===== src/rtl/core/segment_intersection_defines.svh =====
// Assertion macros shared by the segment intersection RTL.
`ifndef SEGMENT_INTERSECTION_DEFINES_SVH
`define SEGMENT_INTERSECTION_DEFINES_SVH

// Checked only while out of reset.
`define SI_ASSERT(lbl, prop, msg) \
    lbl: assert property (@(posedge clk) disable iff (!rst_n) (prop)) else $error(msg);

// Checked at every edge, reset included.
`define SI_ASSERT_ALWAYS(lbl, prop, msg) \
    lbl: assert property (@(posedge clk) (prop)) else $error(msg);

`endif


===== src/rtl/core/si_pkg.sv =====
// Shared widths and types for the segment intersection pipeline.
`default_nettype none
package si_pkg;
    localparam int CW = 16;          // coordinate width
    localparam int DW = CW + 1;      // coordinate difference width
    localparam int PW = 2 * DW;      // product width
    localparam int NW = PW + 1;      // cross product width
    localparam int SW = 2 * CW + 1;  // squared distance width

    typedef logic signed [CW-1:0] coord_t;

    typedef struct packed {
        logic   hit;
        logic   neg;
        coord_t start;
    } side_t;

    typedef struct packed {
        logic [DW-1:0] a;
        logic [NW-1:0] t;
        logic [NW-1:0] d;
        side_t         side;
    } lane_in_t;
endpackage
`default_nettype wire


===== src/rtl/core/si_back.sv =====
// Signed offsets, crossing point and squared distance (two stages).
`default_nettype none
module si_back (
    input  wire logic                clk,
    input  wire logic                rst_n,
    input  wire logic                en,
    input  wire logic                in_valid,
    input  wire logic [si_pkg::DW-1:0] qx,
    input  wire logic [si_pkg::DW-1:0] qy,
    input  wire si_pkg::side_t       side_x,
    input  wire si_pkg::side_t       side_y,
    output logic                     out_valid,
    output logic                     hit,
    output si_pkg::coord_t           cross_x,
    output si_pkg::coord_t           cross_y,
    output logic [si_pkg::SW-1:0]    dist_sq
);
    localparam int CW = si_pkg::CW;
    localparam int DW = si_pkg::DW;
    localparam int SW = si_pkg::SW;

    logic [1:0]           v_reg;
    logic                 hit1_reg, hit2_reg;
    si_pkg::coord_t       cx1_reg, cy1_reg, cx2_reg, cy2_reg;
    logic [2*DW-1:0]      sqx_reg, sqy_reg;
    logic [SW-1:0]        dist_reg;
    logic [CW-1:0]        ox_next, oy_next;

    always_ff @(posedge clk or negedge rst_n)
    begin
        if (!rst_n)
        begin
            v_reg <= '0;
        end
        else if (en)
        begin
            v_reg <= {v_reg[0], in_valid};
        end
    end

    // The offset never exceeds the segment span, so the low bits suffice.
    assign ox_next = side_x.neg ? CW'(-qx) : qx[CW-1:0];
    assign oy_next = side_y.neg ? CW'(-qy) : qy[CW-1:0];

    always_ff @(posedge clk)
    begin
        if (en)
        begin
            hit1_reg <= side_x.hit;
            cx1_reg  <= side_x.start + ox_next;
            cy1_reg  <= side_y.start + oy_next;
            sqx_reg  <= qx * qx;
            sqy_reg  <= qy * qy;

            hit2_reg <= hit1_reg;
            cx2_reg  <= hit1_reg ? cx1_reg : '0;
            cy2_reg  <= hit1_reg ? cy1_reg : '0;
            dist_reg <= hit1_reg ? SW'(sqx_reg + sqy_reg) : '0;
        end
    end

    assign out_valid = v_reg[1];
    assign hit       = hit2_reg;
    assign cross_x   = cx2_reg;
    assign cross_y   = cy2_reg;
    assign dist_sq   = dist_reg;
endmodule
`default_nettype wire

===== config.mk =====
export PLATFORM = sky130hd
export DESIGN_NAME = si_back
export DESIGN_NICKNAME = d
export VERILOG_FILES = /design/src/rtl/core/segment_intersection_defines.svh /design/src/rtl/core/si_pkg.sv /design/src/rtl/core/si_back.sv
export SDC_FILE = /design/constraint.sdc
export NUM_CORES = 1
export LEC_CHECK = 0
export ABC_AREA = 1
export BUFFER_PORTS_ARGS = -buffer_cell sky130_fd_sc_hd__clkbuf_2
export CAP_MARGIN = 30
export CORE_MARGIN = 1
export CORE_UTILIZATION = 35
export CTS_BUF_LIST = sky130_fd_sc_hd__clkbuf_16
export DETAILED_ROUTE_END_ITERATION = 6
export MAX_ROUTING_LAYER = met4
export PLACE_DENSITY = 0.5
export REMOVE_ABC_BUFFERS = 1
export SKIP_CTS_REPAIR_TIMING = 1
export SYNTH_ARGS = -nofsm -noshare
export SYNTH_HDL_FRONTEND = slang
export SYNTH_SLANG_ARGS = --single-unit

===== constraint.sdc =====
create_clock -name clk -period 2.1 [get_ports clk]
set_input_delay 0.21 -clock clk [delete_from_list [all_inputs] [get_ports clk]]
set_output_delay 0.21 -clock clk [all_outputs]
set_load 0.005 [all_outputs]

==> results.tsv, run 1 <==
metric	value	unit
run status	complete, but fails checks	
failing checks	setup timing	
Worst Setup End Kind	flop	
initial antenna violation count	0	
layout cells sized above 1	0.330	
routed wire length per instance	14.2	um
1st-iter DRT viols	1178	
Slew Limit Fails	0	
detailed-placement wirelength estimate	60400	um
Placeable Area	0.0765	mm^2
Die Span X	281	um
period utilisation layout	2.22	
Worst Skew	0.0137	ns
Post-DP Area	0.0328	mm^2
Inserted Diodes	0	
number of placed cells counting well taps	5002	
max-cap violations	0	
post-synth top area share	0.283	
Mean Syn Cell Area	8.02	um^2
routed wire length	72400	um
area leader, netlist	fa_1	
drt via density	4.41	
Area contributors post-synth	fa_1, edfxtp_1, ha_1	
worst skew pair latency	0.47	ns
CTS tree	built	
area grow syn2layout	37.7	%
RSZ-0062 raised after global routing	true	
Crit Path Max Fanout	6	
Site Rows	101	
WP data required	2.31	ns
DRC	0	
number of synthesis warnings	0	
fraction of registers with async set/reset	0.0121	
worst hold path type	input port to asynchronous set/reset pin	
vias in the first global route	22700	
clk sinks	165	
gp weighted congestion	0.907	
Port Buffers	139	
TritonCTS Buffers	17	
Rel. slew slack	0.687	
post-route cell area	0.0375	mm^2
Post-Syn Area	0.0272	mm^2
GRT overflow	0	
DR vias	22500	
DR pass1 iterations	5	
max reg flops	33	
final setup vio count	74	
Die ar.	0.0789	mm^2
fmax	0.214	GHz
Final Hold Fails	0	
Top FF cell, synth	edfxtp_1	
cells after synthesis	3392	
#FFs+latches synth	165	
maximum buffer depth of the clock tree	2	
Startpoint Class	input port	
WS Path Type	input port to flop	
first-pass GRT wire length	115000	um
Netlist cell types	44	
Nets	4793	
I/O Pins	141	
CP Data Arrival Time	4.88	ns
GRT Overall Usage	0.191	
largest net degree at the start of global routing	66	
starting density of the core	0.356	
EDFF count, synth	163	
H-tree levels	4	
Worst Tran Pin Value	0.467	ns
CTS clk-pin slew, worst paths	0.07	ns
Root Buffer	clkbuf_16	
Antenna Nets Post-Route	0	
Die Span Y	281	um
min Tclk post-route	4.67	ns
final cell count without fillers	5096	
final worst slack	-2.57	ns
# fillers	7389	
sequential cell area fraction in the yosys report	0.182	
[metrics by stage]
step | setup TNS [ns] | hold WS [ns] | util | worst slack [ns]
floorplan | -128.89 | -0.0856 | - | -2.67
finish | -129.75 | 0.0452 | 0.490 | -2.57
CTS | -149.36 | -0.530 | 0.438 | -2.91
detailed placement | -192.15 | -0.00234 | 0.429 | -3.42
global route | -140.86 | 0.0313 | 0.490 | -2.71
global placement | -191.38 | -0.00254 | 0.429 | -3.38
[logic make-up after synthesis]
| kind of cell | share of synthesized area |
|---|---|
| buffers and inverters | 0.143 |
| AND/OR/NAND/NOR | 0.178 |
| AO/OA/AOI/OAI | 0.0498 |
| flip-flops | 0.182 |
| adder cells (fa/ha/maj) | 0.412 |
| XOR/XNOR | 0.0357 |
[path summary, 6_finish.rpt]
path	startpoint	end	slack (ns)	cells after the start
min in group clk	side_x[0]	cx1_reg[0]$_DFFE_PP_	0.05	2
max	qy[9]	sqy_reg[26]$_DFFE_PP_	-2.57	23
max reg2reg	sqx_reg[6]$_DFFE_PP_	dist_sq[27]$_SDFFCE_PN0P_	0	12
min	rst_n	v_reg[1]$_DFFE_PN0P_	0.05	2
min reg2reg	cy1_reg[2]$_DFFE_PP_	cross_y[2]$_SDFFCE_PN0P_	0.50	2
max in group asynchronous	rst_n	v_reg[0]$_DFFE_PN0P_	1.95	2
[synth_stat cells, types with 6 or more instances]
cell      count
nand4_1      16
nor3_1       21
inv_1       931
a31oi_1      12
o21bai_1     15
edfxtp_1    163
nand2_1     847
buf_1        11
nand2_2      11
inv_2         7
ha_1        281
xnor2_1      27
o21ai_0      55
xor2_1       84
clkbuf_1     36
a21oi_1     123
buf_2        23
fa_1        384
nor2_1      177
o21ai_2       6
nand3_1      92
a21o_1       11
o21a_1        9
[critical path, stage by stage]
cell,delay [ns]
buf_6,0.13
buf_4,0.13
nand2_1,0.06
inv_2,0.05
fa_1,0.48
inv_1,0.06
fa_1,0.51
fa_1,0.49
inv_1,0.05
fa_1,0.48
fa_1,0.53
inv_1,0.05
fa_1,0.48
inv_1,0.06
ha_4,0.29
nand2_2,0.08
nor2_1,0.09
buf_4,0.13
inv_2,0.04
o21bai_1,0.18
nand2_1,0.12
nand4_1,0.09
nand2_1,0.08
[cell type report]
type | instances | area (um^2) | area share
inverter | 938 | 3540 | 0.0944
multi-input combinational | 2210 | 21000 | 0.561
sequential | 165 | 4940 | 0.132
timing repair buffer | 722 | 6020 | 0.161
clock buffer | 17 | 425 | 0.0114
clock inverter | 14 | 233 | 0.00621
tap | 1030 | 1290 | 0.0344
[routing by layer]
layer / track usage / wire length, um / vias up
met3: 0.0219 / 2330 / 38
met5: - / 0 / -
met1: 0.267 / 35400 / 10700
li1: - / - / 11400
met2: 0.300 / 33900 / 301
met4: 0.0352 / 731 / 0
[placed cells by master, fill, tap and decap left out, drive strengths merged, types with 97 or more instances in the layout]
cell and count:
inv 945, buf 611, edfxtp 163, a21oi 123, nand3 97, fa 384, nand2 858, nor2 184
ha 281, clkbuf 125
Power of run 1 is left out: the tool's default activity adds up to more than one toggle a clock period on the data nets, which glitch-free logic cannot reach.
==> run 2: changes to the inputs <==
- ABC_AREA: 1 -> default
==> results.tsv, run 2 <==
metric	value	unit	change
Rel. slew slack	0.454		-0.233
synth cell count leaders	inv_1, fa_1, ha_1, nand2_1, edfxtp_1		
Die Span X	268	um	-4.7%
Antenna Nets Post-Route	0		unchanged
RR Startpoint	sqx_reg[10]$_DFFE_PP_		
Critical Path Slowest Stage Cell	or4_4		
first-pass GRT wire length	98900	um	-14%
initial antenna violation count	2		+2
WHS	0.0200	ns	-0.0252 ns
wl on met1	28400	um	-20%
DR top layer	met4		
post-synth top area share	0.311		+0.0289
1st-iter DRT viols	758		-36%
TritonCTS Buffers	17		unchanged
Die Span Y	268	um	-4.7%
multiplexer share of the synthesized area	0.00223		+0.00223
Area contributors post-synth	fa_1, edfxtp_1, ha_1		
H-tree levels	4		unchanged
largest family of logic cells by synthesized area	adder cells		
crit-path cells	buf_12, buf_6, and2_4, fa_1, inv_2, fa_2, inv_2, ha_4, fa_1, fa_1, inv_2, fa_1, inv_2, ha_4, nand2_2, or4_4, a21oi_4, nor3_4, a21oi_4, a41o_1, a41oi_2, o31ai_2, xor2_1		
vias in the first global route	20400		-9.9%
Synth Area in Simple Gates	0.111		-0.0665
# fillers	6472		-12%
most frequent cells in the layout	inv_1, buf_4, fa_1		
fmax	0.191	GHz	-11%
Site Rows	97		-4.0%
Worst Setup End Kind	flop		
WL met2	31800	um	-6.1%
CP Data Arrival Time	5.48	ns	+0.60 ns
final worst slack	-3.14	ns	-0.578 ns
XOR/XNOR Fraction of Synth Area	0.0571		+0.0214
Crit Path Max Fanout	6		unchanged
Startpoint Class	input port		
starting density of the core	0.353		-0.00274
Die ar.	0.0716	mm^2	-9.2%
delay-heaviest family, CP	adder cells		
Worst Hold Depth	2		
worst hold path type	input port to flop		
Worst Tran Pin Value	0.810	ns	+0.343 ns
DRC	2		+2
#FFs+latches synth	165		unchanged
Post-Syn Area	0.0247	mm^2	-9.3%
fraction of registers with async set/reset	0.0121		unchanged
run status	complete, but fails checks		
detailed-placement wirelength estimate	50900	um	-16%
area grow syn2layout	40.2	%	
FF/Latch Area	0.00494	mm^2	unchanged
failing checks	DRC, setup timing		
EDFF count, synth	163		unchanged
Top FF cell, synth	edfxtp_1		
routed wire length per instance	15.2	um	+7.2%
I/O Pins	141		unchanged
Worst Skew	0.00786	ns	-0.00579 ns
Root Buffer	clkbuf_16		
RSZ-0062 raised after global routing	true		
Placeable Area	0.0699	mm^2	-8.6%
GRT Overall Usage	0.181		-0.0102
Crit. path cell count	23		unchanged
area leader, netlist	fa_1		
Slew Limit Fails	0		unchanged
Synth Area in Adders	0.454		+0.0421
worst skew pair latency	0.49	ns	+0.02 ns
layout cells sized above 1	0.386		+0.0567
CTS clk-pin slew, worst paths	0.07	ns	about the same
Nets	3910		-18%
most instantiated library cell after synthesis	inv_1		
Hold Startpoint	side_x[0]		
met3 wire len	1370	um	-41%
DR vias	19100		-15%
WP data required	2.34	ns	+0.03 ns
setup tns final	-161.00	ns	-31.25 ns
final core occ	0.495		+0.00516
Setup crit start	qy[7]		
cells after synthesis	2500		-26%
delay of the slowest cell on the worst path	0.57	ns	+0.04 ns
number of synthesis warnings	0		unchanged
WS Path Type	input port to flop		
GRT overflow	0		unchanged
worst r2r path cells	12		unchanged
max reg flops	33		unchanged
Compound-Gate Fraction of Synth Area	0.0778		+0.0280
clk sinks	165		unchanged
Port Buffers	139		unchanged
final cell count without fillers	4124		-19%
routed wire length	62800	um	-13%
period utilisation layout	2.50		+0.275
sequential cell area fraction in the yosys report	0.200		+0.0186
Netlist cell types	65		+48%
largest net degree at the start of global routing	40		-39%
drt via density	4.64		+5.3%
CTS tree	built		
final setup vio count	101		+36%
Inserted Diodes	0		unchanged
most common cell after layout, fill and taps aside	inv_1		
max-cap violations	0		unchanged
Final Hold Fails	0		unchanged
Mean Syn Cell Area	9.87	um^2	+23%
crit path buf inv count	6		-3
gp weighted congestion	0.854		-5.8%
min Tclk post-route	5.24	ns	+0.578 ns
number of placed cells counting well taps	4026		-20%
DR pass1 iterations	7		+2
maximum buffer depth of the clock tree	2		unchanged
area occupied by multi-input gates	0.0198	mm^2	-5.6%
## run 2: kinds of logic after synthesis
logic type      count (synthesis)
fa+ha+maj                     665
simple gates                  568
mux                             5
flops                         165
buf+inv                       639
xor+xnor                      161
compound gates                297
## run 2: stage by stage
step / setup WS (ns) / instance area (um^2)
2_1_floorplan: -3.73 / 24400
3_3_place_gp: -4.07 / 30300
3_5_place_dp: -4.14 / 30300
4_1_cts: -3.62 / 30900
5_1_grt: -3.34 / 34600
6_report: -3.14 / 34600
## run 2: area by class of cell
class,count,area share
clock buffer,17,0.0123
clock inverter,15,0.00484
inverter,568,0.0625
multi-input combinational,1696,0.573
sequential,165,0.143
tap,940,0.0340
timing repair buffer,723,0.170
## run 2: worst register-to-register path, delay by kind of cell, from the launching register on
| family | cells | cell delay, ns |
|---|---|---|
| fa+ha+maj | 1 | 0.29 |
| compound gates | 6 | 1.07 |
| flops | 1 | 0.44 |
| buf+inv | 2 | 0.24 |
| xor+xnor | 1 | 0.13 |
| simple gates | 2 | 0.44 |
## run 2: routing by layer
metal,global-route usage,vias to the layer above
li1,-,9210
met1,0.235,9660
met2,0.298,215
met3,0.0208,64
met4,0.0493,0
met5,-,-
## run 2: path summary, 6_finish.rpt
| check | endpoint | slack, ns |
|---|---|---|
| hold / removal | cx1_reg[0]$_DFFE_PP_ | 0.02 |
| min in group asynchronous | v_reg[1]$_DFFE_PN0P_ | 0.03 |
| max in group asynchronous | v_reg[0]$_DFFE_PN0P_ | 1.97 |
| hold reg to reg | v_reg[1]$_DFFE_PN0P_ | 0.51 |
| setup / recovery | sqy_reg[31]$_DFFE_PP_ | -3.14 |
| setup reg to reg | dist_sq[32]$_SDFFCE_PN0P_ | -0.76 |
Power of run 2 is left out for the same reason.
